**config.mk**
```make
export PLATFORM = sky130hd
export DESIGN_NAME = safety_supervisor_fsm_top
export DESIGN_NICKNAME = d
export VERILOG_FILES = /design/src/rtl/core/ssf_pkg.sv /design/src/rtl/core/ssf_cfg_regs.sv /design/src/rtl/core/ssf_engine.sv /design/src/rtl/core/safety_supervisor_fsm_top.sv
export SDC_FILE = /design/constraint.sdc
export NUM_CORES = 1
export LEC_CHECK = 0
export CORE_ASPECT_RATIO = 0.5
export CORE_UTILIZATION = 35
export CTS_CLUSTER_DIAMETER = 40
export DETAILED_ROUTE_END_ITERATION = 12
export DONT_BUFFER_PORTS = 1
export GPL_TIMING_DRIVEN = 1
export HOLD_SLACK_MARGIN = 0.15
export PLACE_DENSITY = 0.62
export SYNTH_ARGS = -nofsm -noshare
export SYNTH_HDL_FRONTEND = slang
export SYNTH_SLANG_ARGS = --single-unit
```
**constraint.sdc**
```tcl
create_clock -name clk -period 5.9 [get_ports clk]
set_input_delay 1.18 -clock clk [delete_from_list [all_inputs] [get_ports clk]]
set_output_delay 1.18 -clock clk [all_outputs]
set_load 0.02 [all_outputs]
```
**src/rtl/core/ssf_pkg.sv**
```systemverilog
// Shared types, mode and command codes, and the move table for the safety supervisor.
// No dependencies.
package ssf_pkg;

  localparam logic [2:0] MODE_BOOT     = 3'd0;
  localparam logic [2:0] MODE_STANDBY  = 3'd1;
  localparam logic [2:0] MODE_READY    = 3'd2;
  localparam logic [2:0] MODE_ACTIVE   = 3'd3;
  localparam logic [2:0] MODE_DEGRADED = 3'd4;
  localparam logic [2:0] MODE_FAILSAFE = 3'd5;

  localparam logic [1:0] CMD_REQUEST = 2'd0;
  localparam logic [1:0] CMD_CLEAR   = 2'd1;
  localparam logic [1:0] CMD_LINK    = 2'd2;
  localparam logic [1:0] CMD_TICK    = 2'd3;

  localparam logic [1:0] REG_HEARTBEAT_TIMEOUT = 2'd0;
  localparam logic [1:0] REG_REJECT_THRESHOLD  = 2'd1;

  localparam logic [31:0] HEARTBEAT_TIMEOUT_RESET = 32'd100000;
  localparam logic [15:0] REJECT_THRESHOLD_RESET  = 16'd3;

  typedef struct packed {
    logic [31:0] heartbeat_timeout;
    logic [15:0] reject_threshold;
  } cfg_t;

  typedef struct packed {
    logic [1:0]  command;
    logic [2:0]  target_state;
    logic        ai_authority;
    logic        range_ok;
    logic [63:0] now_time;
  } item_t;

  typedef struct packed {
    logic        accepted;
    logic [2:0]  mode;
    logic        kick_ok;
    logic [31:0] entries;
    logic [31:0] recoveries;
    logic [31:0] rejects;
    logic [31:0] run_rejects;
  } result_t;

  // bit t set: move to mode t allowed
  function automatic logic [5:0] move_mask(input logic [2:0] from);
    logic [5:0] m;
    m = 6'b0;
    unique case (from)
      MODE_BOOT:     m = 6'b100010;
      MODE_STANDBY:  m = 6'b100100;
      MODE_READY:    m = 6'b111000;
      MODE_ACTIVE:   m = 6'b110100;
      MODE_DEGRADED: m = 6'b101100;
      MODE_FAILSAFE: m = 6'b000010;
      default:       m = 6'b000000;
    endcase
    return m;
  endfunction

  function automatic logic move_ok(input logic [2:0] from, input logic [2:0] to);
    logic [5:0] m;
    m = move_mask(from);
    if (from == to) begin
      return 1'b1;
    end
    if (to > MODE_FAILSAFE) begin
      return 1'b0;
    end
    return m[to];
  endfunction

endpackage

```
**src/rtl/core/ssf_cfg_regs.sv**
```systemverilog
// Configuration registers of the safety supervisor: heartbeat timeout and reject threshold.
// Depends on ssf_pkg.
module ssf_cfg_regs
  import ssf_pkg::*;
(
  input  logic        clk,
  input  logic        rst,
  input  logic        cfg_valid,
  output logic        cfg_ready,
  input  logic [1:0]  cfg_index,
  input  logic [31:0] cfg_data,
  output cfg_t        cfg
);

  assign cfg_ready = 1'b1;

  always_ff @(posedge clk) begin
    if (rst) begin
      cfg.heartbeat_timeout <= HEARTBEAT_TIMEOUT_RESET;
      cfg.reject_threshold  <= REJECT_THRESHOLD_RESET;
    end else if (cfg_valid) begin
      if (cfg_index == REG_HEARTBEAT_TIMEOUT) begin
        cfg.heartbeat_timeout <= cfg_data;
      end else if (cfg_index == REG_REJECT_THRESHOLD) begin
        cfg.reject_threshold <= cfg_data[15:0];
      end
    end
  end

endmodule

```
**src/rtl/core/ssf_engine.sv**
```systemverilog
// Supervisor state and the per-item update: move table, counters, heartbeat check.
// Depends on ssf_pkg.
module ssf_engine
  import ssf_pkg::*;
#(
  parameter int COUNT_WIDTH = 32
) (
  input  logic    clk,
  input  logic    rst,
  input  logic    fire,
  input  item_t   item,
  input  cfg_t    cfg,
  output result_t res
);

  logic [2:0]             mode, mode_next;
  logic                   kick, kick_next;
  logic [63:0]            last_rx, last_rx_next;
  logic [COUNT_WIDTH-1:0] entries, entries_next;
  logic [COUNT_WIDTH-1:0] recov, recov_next;
  logic [COUNT_WIDTH-1:0] rtot, rtot_next;
  logic [COUNT_WIDTH-1:0] rrun, rrun_next;
  logic [COUNT_WIDTH-1:0] rrun_inc;
  logic                   try_en;
  logic [2:0]             try_to;
  logic                   move_allowed;
  logic                   acc;
  logic                   timed_out;
  logic [63:0]            elapsed;

  function automatic logic [COUNT_WIDTH-1:0] sat_inc(input logic [COUNT_WIDTH-1:0] v);
    return (&v) ? v : v + 1'b1;
  endfunction

  assign rrun_inc = sat_inc(rrun);
  assign elapsed  = item.now_time - last_rx;
  assign timed_out = (last_rx == 64'd0) || (item.now_time < last_rx)
                     || (elapsed > {32'd0, cfg.heartbeat_timeout});
  assign move_allowed = move_ok(mode, try_to);

  always_comb begin
    try_en       = 1'b0;
    try_to       = item.target_state;
    recov_next   = recov;
    rtot_next    = rtot;
    rrun_next    = rrun;
    last_rx_next = last_rx;
    unique case (item.command)
      CMD_REQUEST: begin
        try_en = 1'b1;
        try_to = item.target_state;
      end
      CMD_CLEAR: begin
        if (mode == MODE_FAILSAFE) begin
          try_en     = 1'b1;
          try_to     = MODE_STANDBY;
          recov_next = sat_inc(recov);
          rrun_next  = '0;
        end
      end
      CMD_LINK: begin
        last_rx_next = item.now_time;
        try_en = 1'b1;
        if (item.ai_authority && item.range_ok) begin
          rrun_next = '0;
          try_to    = MODE_ACTIVE;
        end else if (!item.range_ok) begin
          rtot_next = sat_inc(rtot);
          rrun_next = rrun_inc;
          try_to    = (32'(rrun_inc) >= 32'(cfg.reject_threshold)) ?
                      MODE_FAILSAFE : MODE_DEGRADED;
        end else begin
          rrun_next = '0;
          try_to    = MODE_DEGRADED;
        end
      end
      CMD_TICK: begin
        try_to = MODE_FAILSAFE;
        if ((mode == MODE_READY || mode == MODE_ACTIVE || mode == MODE_DEGRADED)
            && timed_out) begin
          try_en = 1'b1;
        end
      end
      default: begin
        try_en = 1'b0;
      end
    endcase

    acc          = try_en && move_allowed;
    mode_next    = mode;
    kick_next    = kick;
    entries_next = entries;
    if (acc) begin
      mode_next = try_to;
      kick_next = (try_to == MODE_READY) || (try_to == MODE_ACTIVE)
                  || (try_to == MODE_DEGRADED);
      if (try_to == MODE_FAILSAFE && mode != MODE_FAILSAFE) begin
        entries_next = sat_inc(entries);
      end
    end
  end

  always_ff @(posedge clk) begin
    if (rst) begin
      mode    <= MODE_BOOT;
      kick    <= 1'b0;
      last_rx <= 64'd0;
      entries <= '0;
      recov   <= '0;
      rtot    <= '0;
      rrun    <= '0;
    end else if (fire) begin
      mode    <= mode_next;
      kick    <= kick_next;
      last_rx <= last_rx_next;
      entries <= entries_next;
      recov   <= recov_next;
      rtot    <= rtot_next;
      rrun    <= rrun_next;
    end
  end

  assign res.accepted    = acc;
  assign res.mode        = mode_next;
  assign res.kick_ok     = kick_next;
  assign res.entries     = 32'(entries_next);
  assign res.recoveries  = 32'(recov_next);
  assign res.rejects     = 32'(rtot_next);
  assign res.run_rejects = 32'(rrun_next);

endmodule

```
**src/rtl/core/safety_supervisor_fsm_top.sv**
```systemverilog
// Safety supervisor with six modes, event input channel, result output channel and config port.
// Depends on ssf_pkg, ssf_cfg_regs and ssf_engine.
//
// Usage:
//   Input channel (in_valid / in_stall): one event item per accepted cycle.
//   Output channel (out_valid / out_stall): one result item per event, in order.
//   Config port (cfg_valid / cfg_ready, cfg_index, cfg_data): index 0 heartbeat
//   timeout, index 1 reject threshold; other indexes are ignored. cfg_ready is
//   always high. Write only while no item is in flight.
// Pipeline: an accepted item waits in the input register; when it advances, the engine
//   state and the result registers load together and out_valid rises with them.
// Throughput: one item per cycle while results are not stalled; the mode and counter
//   update for one item is a single pass through the move table, saturating increments
//   and the 64-bit heartbeat subtract and compare between the input and result registers.
// Reset: synchronous; mode boot, kick off, counters and last receive time zero,
//   config back to timeout 100000 and threshold 3, both pipeline stages empty.
// Stall: while out_stall holds a result, one more item can sit in the input
//   register; after that in_stall rises until the result is taken.
module safety_supervisor_fsm_top
  import ssf_pkg::*;
#(
  parameter int COUNT_WIDTH = 32
) (
  input  logic        clk,
  input  logic        rst,
  input  logic        in_valid,
  output logic        in_stall,
  input  logic [1:0]  command,
  input  logic [2:0]  target_state,
  input  logic        ai_authority,
  input  logic        range_ok,
  input  logic [63:0] now_time,
  output logic        out_valid,
  input  logic        out_stall,
  output logic        accepted,
  output logic [2:0]  mode_out,
  output logic        kick_ok,
  output logic [31:0] entries_out,
  output logic [31:0] recoveries_out,
  output logic [31:0] rejects_out,
  output logic [31:0] run_rejects_out,
  input  logic        cfg_valid,
  output logic        cfg_ready,
  input  logic [1:0]  cfg_index,
  input  logic [31:0] cfg_data
);

  cfg_t    cfg;
  item_t   s1_item;
  logic    s1_valid;
  logic    advance;
  logic    fire;
  logic    take;
  result_t res;

  ssf_cfg_regs u_cfg (
    .clk       (clk),
    .rst       (rst),
    .cfg_valid (cfg_valid),
    .cfg_ready (cfg_ready),
    .cfg_index (cfg_index),
    .cfg_data  (cfg_data),
    .cfg       (cfg)
  );

  ssf_engine #(
    .COUNT_WIDTH (COUNT_WIDTH)
  ) u_engine (
    .clk  (clk),
    .rst  (rst),
    .fire (fire),
    .item (s1_item),
    .cfg  (cfg),
    .res  (res)
  );

  assign advance  = !out_valid || !out_stall;
  assign fire     = s1_valid && advance;
  assign in_stall = s1_valid && !advance;
  assign take     = in_valid && !in_stall;

  always_ff @(posedge clk) begin
    if (rst) begin
      s1_valid <= 1'b0;
    end else if (take) begin
      s1_valid <= 1'b1;
    end else if (advance) begin
      s1_valid <= 1'b0;
    end
  end

  always_ff @(posedge clk) begin
    if (take) begin
      s1_item.command      <= command;
      s1_item.target_state <= target_state;
      s1_item.ai_authority <= ai_authority;
      s1_item.range_ok     <= range_ok;
      s1_item.now_time     <= now_time;
    end
  end

  always_ff @(posedge clk) begin
    if (rst) begin
      out_valid <= 1'b0;
    end else if (advance) begin
      out_valid <= s1_valid;
    end
  end

  always_ff @(posedge clk) begin
    if (fire) begin
      accepted        <= res.accepted;
      mode_out        <= res.mode;
      kick_ok         <= res.kick_ok;
      entries_out     <= res.entries;
      recoveries_out  <= res.recoveries;
      rejects_out     <= res.rejects;
      run_rejects_out <= res.run_rejects;
    end
  end

endmodule

```
==> results_dict.tcl <==
set metrics [dict create \
    status "complete, no violations" \
    start_util_pct 35.47 \
    ant_nets 0 \
    ys_seq_area_share_pct 43.74 \
    period_share_pct 96.43 \
    grt_max_degree 259 \
    required_ns 6.42 \
    netlist_area_mm2 0.02527 \
    slew_headroom_pct 26.91 \
    clk_path_buf_depth 3 \
    design_area_mm2 0.02957 \
    core_area_mm2 0.07122 \
    pin_count 246 \
    regArea_mm2 0.01105 \
    critPathCaptureType "flop" \
    post_dp_cell_area_mm2 0.02710 \
    timing_worst_setup_path_type "reg -> reg" \
    ys_ff_latch 450 \
    cts_buffers 55 \
    largest_register_ffs 71 \
    maxCapViolCount 0 \
    synth_warnings 0 \
    ys_async_sr_fraction_pct 0 \
    critPathMaxFanout 7 \
    cts_tree "built" \
    p_leak_nw 10.50 \
    largest_register "s1_item" \
    p_per_area_mw_per_mm2 267.7 \
    grt_usage_pct 19.22 \
    path_clk_slew_ns 0.07 \
    multi_input_area_mm2 0.01329 \
    ys_top_cells_by_area "edfxtp_1 (24%), dfxtp_1 (19%), nand2_1 (6.8%), ha_1 (5.9%), a21oi_1 (5.5%)" \
    arrival_ns 6.21 \
    via_count 21339 \
    peakVddDrop_v 0.0001868 \
    clock_sinks 450 \
    syn-instance-count 2931 \
    final.min_clock_period_ns 5.690 \
    fillCellCount 6984 \
    die_h_um 192.0 \
    setup-violations-final 0 \
    drive_above_1_share_pct 12.33 \
    largestRegisters "s1_item: 71 flops, u_engine.last_rx: 64 flops, u_cfg.cfg: 48 flops" \
    synth.most_common_cell "nand2_1" \
    tightest_slew_ns 1.094 \
    antenna_found_initial 11 \
    start_kind "flop" \
    io_buffers 0 \
    avgSynthCellArea_um2 8.620 \
    avgViaCountPerCell 5.313 \
    fin_worst_skew_ns 0.02713 \
    ys.flop_type "dfxtp_1" \
    die_x_um 382.0 \
    syn-num-nets 3162 \
    drt_iter0_drc 1452 \
    drt_wl_total_um 73390 \
    area_delta_synth_final_pct 17.04 \
    rsz0062_at_grt "true" \
    yosys.area.top_type "edfxtp_1" \
    clk-insertion-delay-late_ns 0.63 \
    gp_congestion 0.9423 \
    min_path_type "reg -> reg" \
    place.detailed.hpwl_um 53340 \
    synth_common_cells "nand2_1 (455), a21oi_1 (278), dfxtp_1 (246), nor2_1 (227), edfxtp_1 (204)" \
    htreeDepth 2 \
    fin_nets 3235 \
    netlist.area_leader.share_pct 24.25 \
    whs_ns 0.4546 \
    rows 69 \
    drcViolationCount 0 \
    clockRootBuffer "clkbuf_16" \
    synth_edf_count 204 \
    fmax_mhz 175.8 \
    first_global_vias 20015 \
    grt_overflow_total 0 \
    yosys.cell_types.count 82 \
    dieArea_mm2 0.07333 \
    drt_pre_antenna_iters 6 \
    grt_first_pass_wirelength_um 112600 \
    drv_slew 0 \
    wl_per_cell_um 18.27 \
    hold_viol 0 \
]
timing repair:
| action | CTS | global route |
|---|---|---|
| setup buffers | 4 | 18 |
| cloned | 0 | 2 |
| setup endpoints to repair | 73 | 73 |
| hold buffers | 0 | 0 |
| gates resized for setup | 24 | 54 |
| pin swaps | 12 | 34 |
critical path, cell delays in order, from the launching register on:
cell and delay [ns]:
edfxtp_1 0.45, ha_4 0.31, nand4_1 0.19, buf_4 0.21, nor3_1 0.23, o2bb2ai_2 0.18
nor3_4 0.09, o21ba_4 0.25, o41ai_4 0.35, xor2_1 0.29, ha_1 0.30, a21oi_2 0.13
nor2b_1 0.06, o21ai_1 0.14, o21ai_1 0.09, o32ai_2 0.09, buf_4 0.17, o2111ai_2 0.11
a2111o_1 0.44, nor4_4 0.18, o2111ai_2 0.22, buf_4 0.20, nor4_4 0.14, buf_6 0.18
buf_12 0.13, buf_8 0.12, nor3b_2 0.05, mux2_1 0.31
final timing paths:
kind,slack (ns),from,to,cells after the start
max,0.21,s1_item[16],u_engine.entries[21],27
min,0.45,u_cfg.cfg[15],u_cfg.cfg[15],2
max reg2reg,0.21,s1_item[16],u_engine.entries[21],27
min reg2reg,0.45,u_cfg.cfg[15],u_cfg.cfg[15],2
area by class of cell:
class / count / area share (%)
multi-input cells: 2150 / 44.93
flip-flops and latches: 450 / 37.37
repair buffers: 189 / 5.141
clock buffers: 59 / 4.705
well taps: 958 / 4.053
inverters: 158 / 2.031
clock inverters: 44 / 1.697
diodes: 8 / 0.06770
power by group:
group	internal, mW	total, mW	leakage, nW	switching (mW)
registers	3.37	3.50	3.88	0.126
clock network	1.93	3.49	0.908	1.56
logic	0.361	0.925	5.72	0.564
metal layers:
metal	global-route usage (%)	routed length (µm)	up-vias
met4	4.923	1506	0
met5	0	0	-
met2	33.56	35930	494
met1	24.96	32980	10158
met3	2.622	2972	102
li1	-	-	10585
cell usage in the layout, fill, tap and decap left out, types with 11 or more instances in the layout:
cell type  Yosys  final
a21o_1        31     31
a21oi_1      278    269
a31oi_1       15     13
and3_1        26     25
and4_1        17     17
buf_4          4    177
clkbuf_16      0     56
dfxtp_1      246    245
edfxtp_1     204    204
ha_1         120    114
inv_1        157    157
mux2_1        12     11
mux2i_1       11     11
nand2_1      455    453
nand3_1       91     91
nand4_1       89     89
nor2_1       227    226
nor2b_1       26     24
nor3_1        76     73
nor4_1        58     55
o21a_1        15     15
o21ai_0      133    124
o21bai_1      11     11
o31ai_1       39     38
or2_2         12     12
or3_1         35     35
or4_1         19     18
xnor2_1       96     94
xor2_1       107    107
logic make-up (layout without fill, tap and decap cells):
family	Yosys count	in the layout	synth area share, %
XOR/XNOR	203	203	7.037
multiplexers	29	29	1.238
AND/OR/NAND/NOR	1174	1174	22.00
AO/OA/AOI/OAI	622	622	14.83
adder cells (fa/ha/maj)	121	121	6.022
flip-flops	450	450	43.74
buffers and inverters	331	450	5.121
other	1	9	0.01484
metrics by stage:
step	power [mW]	setup TNS [ns]	utilization [%]	std cells	setup WS, ns
after global placement	4.427	-7.683	38.05	3882	-0.1966
after detailed placement	4.438	-13.80	38.05	3882	-0.3046
final	7.915	0	41.52	4016	0.2105
after global routing	8.262	-1.262	41.50	4011	-0.06577
after CTS	7.993	0	40.89	3989	0.01058
after floorplan	4.131	0	-	2931	0.3441
Power figures use the tool's default switching activity.
